==> src/hdl/bps_pkg.sv <==
// Package for the buzzer pattern sequencer: command, pattern and step codes,
// register indexes and the sequencer state type. No dependencies.
`default_nettype none

package bps_pkg;

  localparam int CMD_W  = 2;
  localparam int PAT_W  = 3;
  localparam int STEP_W = 3;
  localparam int CFG_W  = 16;
  localparam int CFG_IDX_W = 2;

  localparam logic [CMD_W-1:0] CMD_TICK = 2'd0;
  localparam logic [CMD_W-1:0] CMD_SET  = 2'd1;
  localparam logic [CMD_W-1:0] CMD_OFF  = 2'd2;

  localparam logic [PAT_W-1:0] PAT_OFF    = 3'd0;
  localparam logic [PAT_W-1:0] PAT_SHORT  = 3'd1;
  localparam logic [PAT_W-1:0] PAT_DOUBLE = 3'd2;
  localparam logic [PAT_W-1:0] PAT_LONG   = 3'd3;
  localparam logic [PAT_W-1:0] PAT_ERROR  = 3'd4;

  localparam logic [STEP_W-1:0] STEP_START = 3'd0;
  localparam logic [STEP_W-1:0] STEP_BEEP1 = 3'd1;
  localparam logic [STEP_W-1:0] STEP_GAP   = 3'd2;
  localparam logic [STEP_W-1:0] STEP_BEEP2 = 3'd3;
  localparam logic [STEP_W-1:0] STEP_TAIL  = 3'd4;

  localparam logic [CFG_IDX_W-1:0] REG_SHORT_BEEP = 2'd0;
  localparam logic [CFG_IDX_W-1:0] REG_LONG_BEEP  = 2'd1;
  localparam logic [CFG_IDX_W-1:0] REG_GAP        = 2'd2;
  localparam logic [CFG_IDX_W-1:0] REG_ERROR_TAIL = 2'd3;

  localparam logic [CFG_W-1:0] SHORT_BEEP_RST = 16'd100;
  localparam logic [CFG_W-1:0] LONG_BEEP_RST  = 16'd800;
  localparam logic [CFG_W-1:0] GAP_RST        = 16'd150;
  localparam logic [CFG_W-1:0] ERROR_TAIL_RST = 16'd500;

  typedef struct packed {
    logic [PAT_W-1:0]  pattern_sel;
    logic [STEP_W-1:0] step_index;
    logic              running;
    logic              sound;
  } seq_ctl_t;

endpackage

`default_nettype wire

==> src/hdl/buzzer_pattern_sequencer_unit.sv <==
// Buzzer pattern sequencer top level: input register, state update, result register.
// Depends on bps_pkg.
// An accepted input beat passes the input register, then the result register.
// Throughput: one beat per cycle unless out_stall holds the result register; set
// by the combinational state update between the input and result registers.
// Reset (rst_n, synchronous): sequencer idle, buzzer off, timing registers at defaults.
`default_nettype none

module buzzer_pattern_sequencer_unit #(
  parameter int TIME_BITS = 16
) (
  input  wire                             clk,
  input  wire                             rst_n,
  input  wire                             cfg_we,
  input  wire [bps_pkg::CFG_IDX_W-1:0]    cfg_idx,
  input  wire [bps_pkg::CFG_W-1:0]        cfg_wdata,
  input  wire                             in_valid,
  output logic                            in_stall,
  input  wire [bps_pkg::CMD_W-1:0]        in_cmd,
  input  wire [bps_pkg::PAT_W-1:0]        in_pattern,
  output logic                            out_valid,
  input  wire                             out_stall,
  output logic                            out_buzzer_on,
  output logic                            out_busy_res
);
  import bps_pkg::*;

  localparam int CW = (TIME_BITS > CFG_W) ? TIME_BITS : CFG_W;
  localparam logic [TIME_BITS-1:0] TIME_MAX = '1;

  logic [CFG_W-1:0] short_beep_r, long_beep_r, gap_r, error_tail_r;

  logic             s1_valid_r;
  logic [CMD_W-1:0] s1_cmd_r;
  logic [PAT_W-1:0] s1_pat_r;
  logic             s1_adv;

  seq_ctl_t             ctl_r, ctl_nxt;
  logic [TIME_BITS-1:0] elapsed_r, elapsed_nxt, elapsed_inc;
  logic [CFG_W-1:0]     need;
  logic                 reached, pat_known;

  logic out_valid_r, out_buzzer_on_r, out_busy_res_r;

  // configuration
  always_ff @(posedge clk) begin
    if (!rst_n) begin
      short_beep_r <= SHORT_BEEP_RST;
      long_beep_r  <= LONG_BEEP_RST;
      gap_r        <= GAP_RST;
      error_tail_r <= ERROR_TAIL_RST;
    end else if (cfg_we) begin
      case (cfg_idx)
        REG_SHORT_BEEP: short_beep_r <= cfg_wdata;
        REG_LONG_BEEP:  long_beep_r  <= cfg_wdata;
        REG_GAP:        gap_r        <= cfg_wdata;
        REG_ERROR_TAIL: error_tail_r <= cfg_wdata;
        default: ;
      endcase
    end
  end

  // handshake
  assign s1_adv   = s1_valid_r && (!out_valid_r || !out_stall);
  assign in_stall = s1_valid_r && !s1_adv;

  always_ff @(posedge clk) begin
    if (!rst_n) begin
      s1_valid_r <= 1'b0;
    end else if (!in_stall) begin
      s1_valid_r <= in_valid;
    end
  end

  always_ff @(posedge clk) begin
    if (in_valid && !in_stall) begin
      s1_cmd_r <= in_cmd;
      s1_pat_r <= in_pattern;
    end
  end

  // step duration and compare
  assign elapsed_inc = (elapsed_r == TIME_MAX) ? elapsed_r : elapsed_r + 1'b1;
  assign pat_known   = (ctl_r.pattern_sel == PAT_SHORT) || (ctl_r.pattern_sel == PAT_DOUBLE) ||
                       (ctl_r.pattern_sel == PAT_LONG)  || (ctl_r.pattern_sel == PAT_ERROR);

  always_comb begin
    need = short_beep_r;
    if (ctl_r.pattern_sel == PAT_LONG) begin
      need = long_beep_r;
    end else if (ctl_r.pattern_sel != PAT_SHORT) begin
      case (ctl_r.step_index)
        STEP_GAP:  need = gap_r;
        STEP_TAIL: need = error_tail_r;
        default:   need = short_beep_r;
      endcase
    end
  end

  assign reached = CW'(elapsed_inc) >= CW'(need);

  // state update
  always_comb begin
    ctl_nxt     = ctl_r;
    elapsed_nxt = elapsed_r;
    case (s1_cmd_r)
      CMD_TICK: begin
        if (ctl_r.running) begin
          if (!pat_known) begin
            ctl_nxt.pattern_sel = PAT_OFF;
            ctl_nxt.running     = 1'b0;
            ctl_nxt.sound       = 1'b0;
          end else if (ctl_r.step_index == STEP_START) begin
            ctl_nxt.sound      = 1'b1;
            ctl_nxt.step_index = STEP_BEEP1;
            elapsed_nxt        = '0;
          end else begin
            elapsed_nxt = elapsed_inc;
            if (ctl_r.pattern_sel == PAT_SHORT || ctl_r.pattern_sel == PAT_LONG) begin
              if (reached) begin
                ctl_nxt.sound   = 1'b0;
                ctl_nxt.running = 1'b0;
              end
            end else begin
              case (ctl_r.step_index)
                STEP_BEEP1: begin
                  if (reached) begin
                    ctl_nxt.sound      = 1'b0;
                    ctl_nxt.step_index = STEP_GAP;
                    elapsed_nxt        = '0;
                  end
                end
                STEP_GAP: begin
                  if (reached) begin
                    ctl_nxt.sound      = 1'b1;
                    ctl_nxt.step_index = STEP_BEEP2;
                    elapsed_nxt        = '0;
                  end
                end
                STEP_BEEP2: begin
                  if (reached) begin
                    ctl_nxt.sound = 1'b0;
                    if (ctl_r.pattern_sel == PAT_DOUBLE) begin
                      ctl_nxt.running = 1'b0;
                    end else begin
                      ctl_nxt.step_index = STEP_TAIL;
                      elapsed_nxt        = '0;
                    end
                  end
                end
                STEP_TAIL: begin
                  if (ctl_r.pattern_sel == PAT_ERROR && reached) begin
                    ctl_nxt.running = 1'b0;
                  end
                end
                default: ;
              endcase
            end
          end
        end
      end
      CMD_SET: begin
        ctl_nxt.pattern_sel = s1_pat_r;
        if (s1_pat_r == PAT_OFF) begin
          ctl_nxt.sound   = 1'b0;
          ctl_nxt.running = 1'b0;
        end else begin
          ctl_nxt.step_index = STEP_START;
          ctl_nxt.running    = 1'b1;
          elapsed_nxt        = '0;
        end
      end
      CMD_OFF: begin
        ctl_nxt.pattern_sel = PAT_OFF;
        ctl_nxt.running     = 1'b0;
        ctl_nxt.sound       = 1'b0;
      end
      default: ;
    endcase
  end

  always_ff @(posedge clk) begin
    if (!rst_n) begin
      ctl_r     <= '0;
      elapsed_r <= '0;
    end else if (s1_adv) begin
      ctl_r     <= ctl_nxt;
      elapsed_r <= elapsed_nxt;
    end
  end

  // result register
  always_ff @(posedge clk) begin
    if (!rst_n) begin
      out_valid_r <= 1'b0;
    end else if (s1_adv) begin
      out_valid_r <= 1'b1;
    end else if (!out_stall) begin
      out_valid_r <= 1'b0;
    end
  end

  always_ff @(posedge clk) begin
    if (s1_adv) begin
      out_buzzer_on_r <= ctl_nxt.sound;
      out_busy_res_r  <= ctl_nxt.running;
    end
  end

  assign out_valid     = out_valid_r;
  assign out_buzzer_on = out_buzzer_on_r;
  assign out_busy_res  = out_busy_res_r;

  // checks
  a_sound_needs_run: assert property (@(posedge clk) disable iff (!rst_n)
    ctl_r.sound |-> ctl_r.running)
    else $error("buzzer sounding while sequencer idle");

  a_step_range: assert property (@(posedge clk) disable iff (!rst_n)
    ctl_r.step_index <= STEP_TAIL)
    else $error("step index out of range");

  a_off_cmd: assert property (@(posedge clk) disable iff (!rst_n)
    (s1_adv && s1_cmd_r == CMD_OFF) |=> (!ctl_r.running && ctl_r.pattern_sel == PAT_OFF))
    else $error("off command did not idle the sequencer");

  a_s1_hold: assert property (@(posedge clk) disable iff (!rst_n)
    (s1_valid_r && in_stall) |=> (s1_valid_r && $stable(s1_cmd_r) && $stable(s1_pat_r)))
    else $error("input register lost a stalled beat");

  a_out_matches_state: assert property (@(posedge clk) disable iff (!rst_n)
    s1_adv |=> (out_buzzer_on_r == ctl_r.sound && out_busy_res_r == ctl_r.running))
    else $error("result does not reflect updated state");

endmodule

`default_nettype wire

==> config.mk <==
export PLATFORM = sky130hd
export DESIGN_NAME = buzzer_pattern_sequencer_unit
export DESIGN_NICKNAME = d
export VERILOG_FILES = /design/src/hdl/bps_pkg.sv /design/src/hdl/buzzer_pattern_sequencer_unit.sv
export SDC_FILE = /design/constraint.sdc
export NUM_CORES = 1
export LEC_CHECK = 0
export BUFFER_PORTS_ARGS = -buffer_cell sky130_fd_sc_hd__buf_2
export CAP_MARGIN = 40
export CORE_MARGIN = 5
export CORE_UTILIZATION = 65
export CTS_CLUSTER_SIZE = 16
export DETAILED_ROUTE_END_ITERATION = 8
export PLACE_DENSITY = 0.86
export SLEW_MARGIN = 20
export SYNTH_ARGS = -nofsm -noshare
export SYNTH_HDL_FRONTEND = slang
export SYNTH_SLANG_ARGS = --single-unit
==> constraint.sdc <==
create_clock -name clk -period 8 [get_ports clk]
set_input_delay 0.4 -clock clk [delete_from_list [all_inputs] [get_ports clk]]
set_output_delay 0.4 -clock clk [all_outputs]
set_load 0.02 [all_outputs]
==> results.toml, run 1 <==
[critical_path]
required_ps = 8260
startpoint = "ctl_r[2]"
crit_arrival_ps = 4630
r2r-end = "elapsed_r[3]"
path_class = "reg -> reg"
ff2ff_path_depth = 13
reg2reg_from = "ctl_r[2]"
end_kind = "flop"
cp-start-kind = "flop"
reg2reg_setup_slack_ps = 3630
crit_fanout = 18

[synth]
synthesis.instances = 654
yosys_most_used_dff = "dfxtp_1"
synthDistinctLibCells = 63
synth-compound-area-share_pct = 21.5
yosysWarnings = 0
synth_simple_gate_area_share_pct = 27.0
syn_nets = 702
synthXorXnorAreaFrac_pct = 1.72
synth_fa_ha_area_share_pct = 4.92
synth_edf_count = 7
syn_area_per_cell_um2 = 7.78
syn_area_mm2 = 0.00509
muxShareOfSynthArea_pct = 1.50
ys_async_sr_fraction_pct = 0
synth_top_family_by_area = "simple AND/OR/NAND/NOR gates"
yosysSeqAreaShare_pct = 39.5
ys_ff_latch = 97

[place]
hpwl_um = 8990
port_buffers = 31
gp_congestion = 0.944
placed_area_mm2 = 0.00525

[routing]
wl_um = 12800
drt_iter0_drc = 410
drc = 0
num_vias = 4824
routed_via_density = 6.28
wl_per_cell_um = 16.6
dr.pass1.iters = 7
drtAntennaViolNets = 0

[min_path]
hold_depth = 1
min_path_type = "in -> reg"
hp-start = "in_cmd[0]"
min_delay_worst_endpoint = "s1_cmd_r[0]"

[power_and_ir_drop]
internal_power_uw = 678
swShare_pct = 26.3
p_switching_uw = 242
static-leakage-power_uw = 0.00206
pwr-share-clk_pct = 36.4
combPwrFrac_pct = 8.0
worst_ir_drop_vdd_v = 0.000122
power_frac_seq_pct = 55.7
powerDensity_mw_per_mm2 = 169

[final_layout]
nets = 709
diodes = 0
final_area_mm2 = 0.00546
synthToLayoutAreaGrowth_pct = 7.18
layout_commonest_cell = "nand2_1"
layout_common_cells = "nand2_1 (174), dfxtp_1 (90), a21oi_1 (65), o21ai_0 (32), buf_2 (32)"
drive_above_1_share_pct = 10.5
post-route-util_pct = 71.0

[floorplanning]
io-pin-count = 32
start_util_pct = 66.2
die_w_um = 98.5
placeableCoreArea_mm2 = 0.00769
row_count = 32
fp.dieArea_mm2 = 0.00970
die_h_um = 98.5

[timing]
finalClockSkew_ps = 10.1
period_needed_ps = 4370
worst_pin_slew_ps = 745
timing.final.crit_share_pct = 54.6
setup-violations-final = 0
setup_tns_ps = 0
rsz0062_at_grt = "no"
maxSlewViolCount = 0
slew_headroom_pct = 50.2
timing.fmax_ghz = 0.229
hold_viol_final = 0

[clocking]
cts_tree = "built"
cts-hold-fix-buffers = 0
clock_sinks = 97
ctsRootBufferMaster = "clkbuf_8"
cts_buffer_depth = 2
post_cts_buffers = 0
post_cts_resized = 0
cts_made_buffers = 9
cts.clk_slew.worst_paths_ps = 90
worstSkewPairLatency_ps = 370
h-tree-depth = 3

[global_route]
grt_pass1_wl_um = 20800
globalRouteOverflowTotal = 0
grt_pass1_vias = 4385
track_usage_pct = 25.9
grt_antenna_before_repair = 0
grt_max_degree = 62

[run_status]
outcome = "finished clean"

[flow_run]
drv_cap = 0
power groups by stage:
stage               registers [uW]  logic [uW]  clock network [uW]
global placement               522        67.4                   0
floorplan                      521        47.1                   0
detailed placement             523        71.7                   0
finish                         512        73.2                 335
global route                   514        81.8                 357
CTS                            512        72.5                 337
kinds of logic after synthesis:
logic type,count (synthesis)
XOR/XNOR,10
AO/OA/AOI/OAI,171
AND/OR/NAND/NOR,300
buffers and inverters,49
flip-flops,97
adder cells (fa/ha/maj),20
multiplexers,7
cell type report:
class                   instances  area (um2)
repair buffers                 37         198
multi-input cells             508        2890
clock inverters                 6        76.3
fillers                       605        2230
inverters                       8        30.0
clock buffers                  10         128
well taps                     102         128
flip-flops and latches         97        2010
critical path: stages, from the launching register on:
cell	delay (ps)
dfxtp_1	520
nor2_1	100
and2_1	400
o22ai_1	670
buf_2	320
nand2_1	70
o211ai_1	80
o21ai_0	160
ha_1	340
nand4_1	100
or4_4	580
a31oi_4	400
nor3_2	180
a221o_1	340
synthesized netlist by cell type, types with 8 or more instances:
| master | instances | area share, % |
|---|---|---|
| nand3_1 | 30 | 2.9 |
| o21ai_0 | 32 | 3.1 |
| nor2_1 | 26 | 1.9 |
| nand4_1 | 8 | 0.98 |
| a22oi_1 | 13 | 1.9 |
| dfxtp_1 | 90 | 35 |
| ha_1 | 20 | 4.9 |
| a21oi_1 | 65 | 6.4 |
| clkbuf_1 | 33 | 2.4 |
| nand2_1 | 174 | 13 |
| o211ai_1 | 14 | 2.1 |
| nor3_1 | 8 | 0.79 |
worst max path at each step:
stage,to,cells past startpoint
2_1_floorplan,out_buzzer_on,16
3_3_place_gp,elapsed_r[2],13
3_5_place_dp,elapsed_r[3],13
4_1_cts,elapsed_r[3],13
5_1_grt,elapsed_r[5],14
6_report,elapsed_r[3],13
metrics by stage:
stage | instances | setup slack, ps | hold WS [ps] | total power, uW
2_1_floorplan | 654 | 4100 | 433 | 568
3_3_place_gp | 748 | 3300 | 439 | 590
3_5_place_dp | 752 | 3720 | 444 | 595
4_1_cts | 768 | 3700 | 195 | 921
5_1_grt | 768 | 3310 | 199 | 952
6_report | 768 | 3630 | 205 | 920
layer usage:
metal	vias to the layer above	track usage (%)	share of wire (%)
met5	-	0	0
met4	0	6.72	1.3
met3	17	4.53	7.4
met2	201	43.0	49
met1	2272	34.9	43
li1	2334	-	-
state kept, by name (all words and copies together), names as in the netlist:
register / count
out_busy_res: 1
out_buzzer_on: 1
s1_cmd_r: 2
short_beep_r: 16
ctl_r: 8
error_tail_r: 16
gap_r: 16
elapsed_r: 16
long_beep_r: 16
s1_valid_r: 1
out_valid: 1
s1_pat_r: 3
Power figures use the tool's default switching activity.
==> run 2: changes to the inputs <==
CORE_UTILIZATION = 55   (was 65)
PLACE_DENSITY = 0.77   (was 0.86)
clock period = 3.8 ns   (was 8 ns; I/O delays follow)
==> run 2 against run 1 <==
Die area increased by 16%. Register-to-register slack worse by 3500 ps. Final cell count is 4.9% higher. Cell area rose by 5.9%. Critical path type unchanged. Largest cell class unchanged.
==> results.toml, run 2 (synthesis results as in run 1) <==
[min_path]
min_path_type = "in -> reg"
hold_depth = 3
hp-start = "in_valid"
min_delay_worst_endpoint = "s1_valid_r"

[critical_path]
ff2ff_path_depth = 12
reg2reg_from = "elapsed_r[8]"
cp-start-kind = "flop"
crit_arrival_ps = 3780
end_kind = "flop"
crit_fanout = 7
required_ps = 3940
path_class = "reg -> reg"
reg2reg_setup_slack_ps = 150
r2r-end = "out_buzzer_on"

[floorplanning]
row_count = 35
placeableCoreArea_mm2 = 0.00915
die_w_um = 106
start_util_pct = 55.6
die_h_um = 106
fp.dieArea_mm2 = 0.0113
io-pin-count = 32

[timing]
period_needed_ps = 3650
worst_pin_slew_ps = 892
maxSlewViolCount = 0
holdWs_ps = 49.2
hold_viol_final = 0
slew_headroom_pct = 39.9
timing.final.crit_share_pct = 96.0
setup-violations-final = 0
timing.fmax_ghz = 0.274
finalClockSkew_ps = 9.64

[final_layout]
nets = 738
layout_commonest_cell = "nand2_1"
drive_above_1_share_pct = 15.7
synthToLayoutAreaGrowth_pct = 13.5
layoutNonFillerInstCount = 806
post-route-util_pct = 63.2
final_area_mm2 = 0.00578
layout_common_cells = "nand2_1 (174), dfxtp_1 (86), a21oi_1 (64), o21ai_0 (32), buf_2 (31)"
diodes = 0

[flow_run]
drv_cap = 0

[routing]
wl_per_cell_um = 16.6
drt_iter0_drc = 399
num_vias = 4946
dr.pass1.iters = 5
routed_via_density = 6.14
wl_um = 13400
drc = 0
drtAntennaViolNets = 0

[global_route]
grt_pass1_wl_um = 21900
grt_antenna_before_repair = 0
grt_max_degree = 61
grt_pass1_vias = 4468
track_usage_pct = 23.6
globalRouteOverflowTotal = 0

[place]
gp_congestion = 0.871
placed_cells = 783
placed_area_mm2 = 0.00546
port_buffers = 31
hpwl_um = 9240

[clocking]
worstSkewPairLatency_ps = 370
cts.clk_slew.worst_paths_ps = 110
cts_made_buffers = 9
clock_sinks = 97
h-tree-depth = 3
cts_buffer_depth = 2
ctsRootBufferMaster = "clkbuf_8"
cts_tree = "built"

[power_and_ir_drop]
static-leakage-power_uw = 0.00223
p_total_uw = 1920
powerDensity_mw_per_mm2 = 332
worst_ir_drop_vdd_v = 0.000270

[run_status]
outcome = "finished clean"
[run 2: worst max-delay path: stages, from the launching register on]
cell	delay, ps
dfxtp_1	470
and4_2	340
nand3_2	150
and3_1	250
and3_1	220
xor2_1	160
ha_1	290
and2_1	140
nand4_1	110
or4_4	580
and3_4	220
a211o_1	290
a32o_1	200
[run 2: cell type report]
class | instances | area, um2
fill | 796 | 3370
inverter | 8 | 30.0
clock buffer | 10 | 138
multi-input combinational | 509 | 2950
timing repair buffer | 65 | 443
tap | 111 | 139
clock inverter | 6 | 58.8
sequential | 97 | 2030
[run 2: stage by stage]
stage	worst slack [ps]	setup TNS, ps
floorplan	0.185	0
global placement	140	0
detailed placement	33.6	0
CTS	15.4	0
global route	-1.82	-1.82
finish	152	0
[run 2: what timing repair did]
| action | in CTS | in global routing |
|---|---|---|
| hold buffers | 5 | 0 |
| endpoints found under the setup margin | 0 | 21 |
| endpoints found under the hold margin | 5 | 0 |
| resized for setup | 0 | 19 |
| buffers inserted | 0 | 1 |
[run 2: worst max-delay path by stage]
stage	start	endpoint	slack (ps)	cells past startpoint
after global placement	elapsed_r[0]	elapsed_r[3]	140	14
after global routing	elapsed_r[8]	out_buzzer_on	-2	12
after floorplan	ctl_r[3]	out_buzzer_on	0.2	15
after detailed placement	elapsed_r[2]	elapsed_r[3]	30	14
after CTS	elapsed_r[0]	elapsed_r[13]	20	13
final	elapsed_r[8]	out_buzzer_on	150	12
[run 2: where the power goes]
part / internal (uW) / switching (uW) / leakage [uW] / total, uW
clock: 273 / 410 / 0.0000984 / 683
sequential: 1060 / 17.4 / 0.000802 / 1070
combinational: 59.3 / 102 / 0.00133 / 161
total: 1390 / 530 / 0.00223 / 1920
[run 2: layer usage]
layer	global-route usage, %	wire (um)	vias to the layer above
met4	7.49	271	0
met3	3.40	1060	31
met2	37.7	6270	216
met1	32.7	5760	2310
met5	0	0	-
li1	-	-	2389
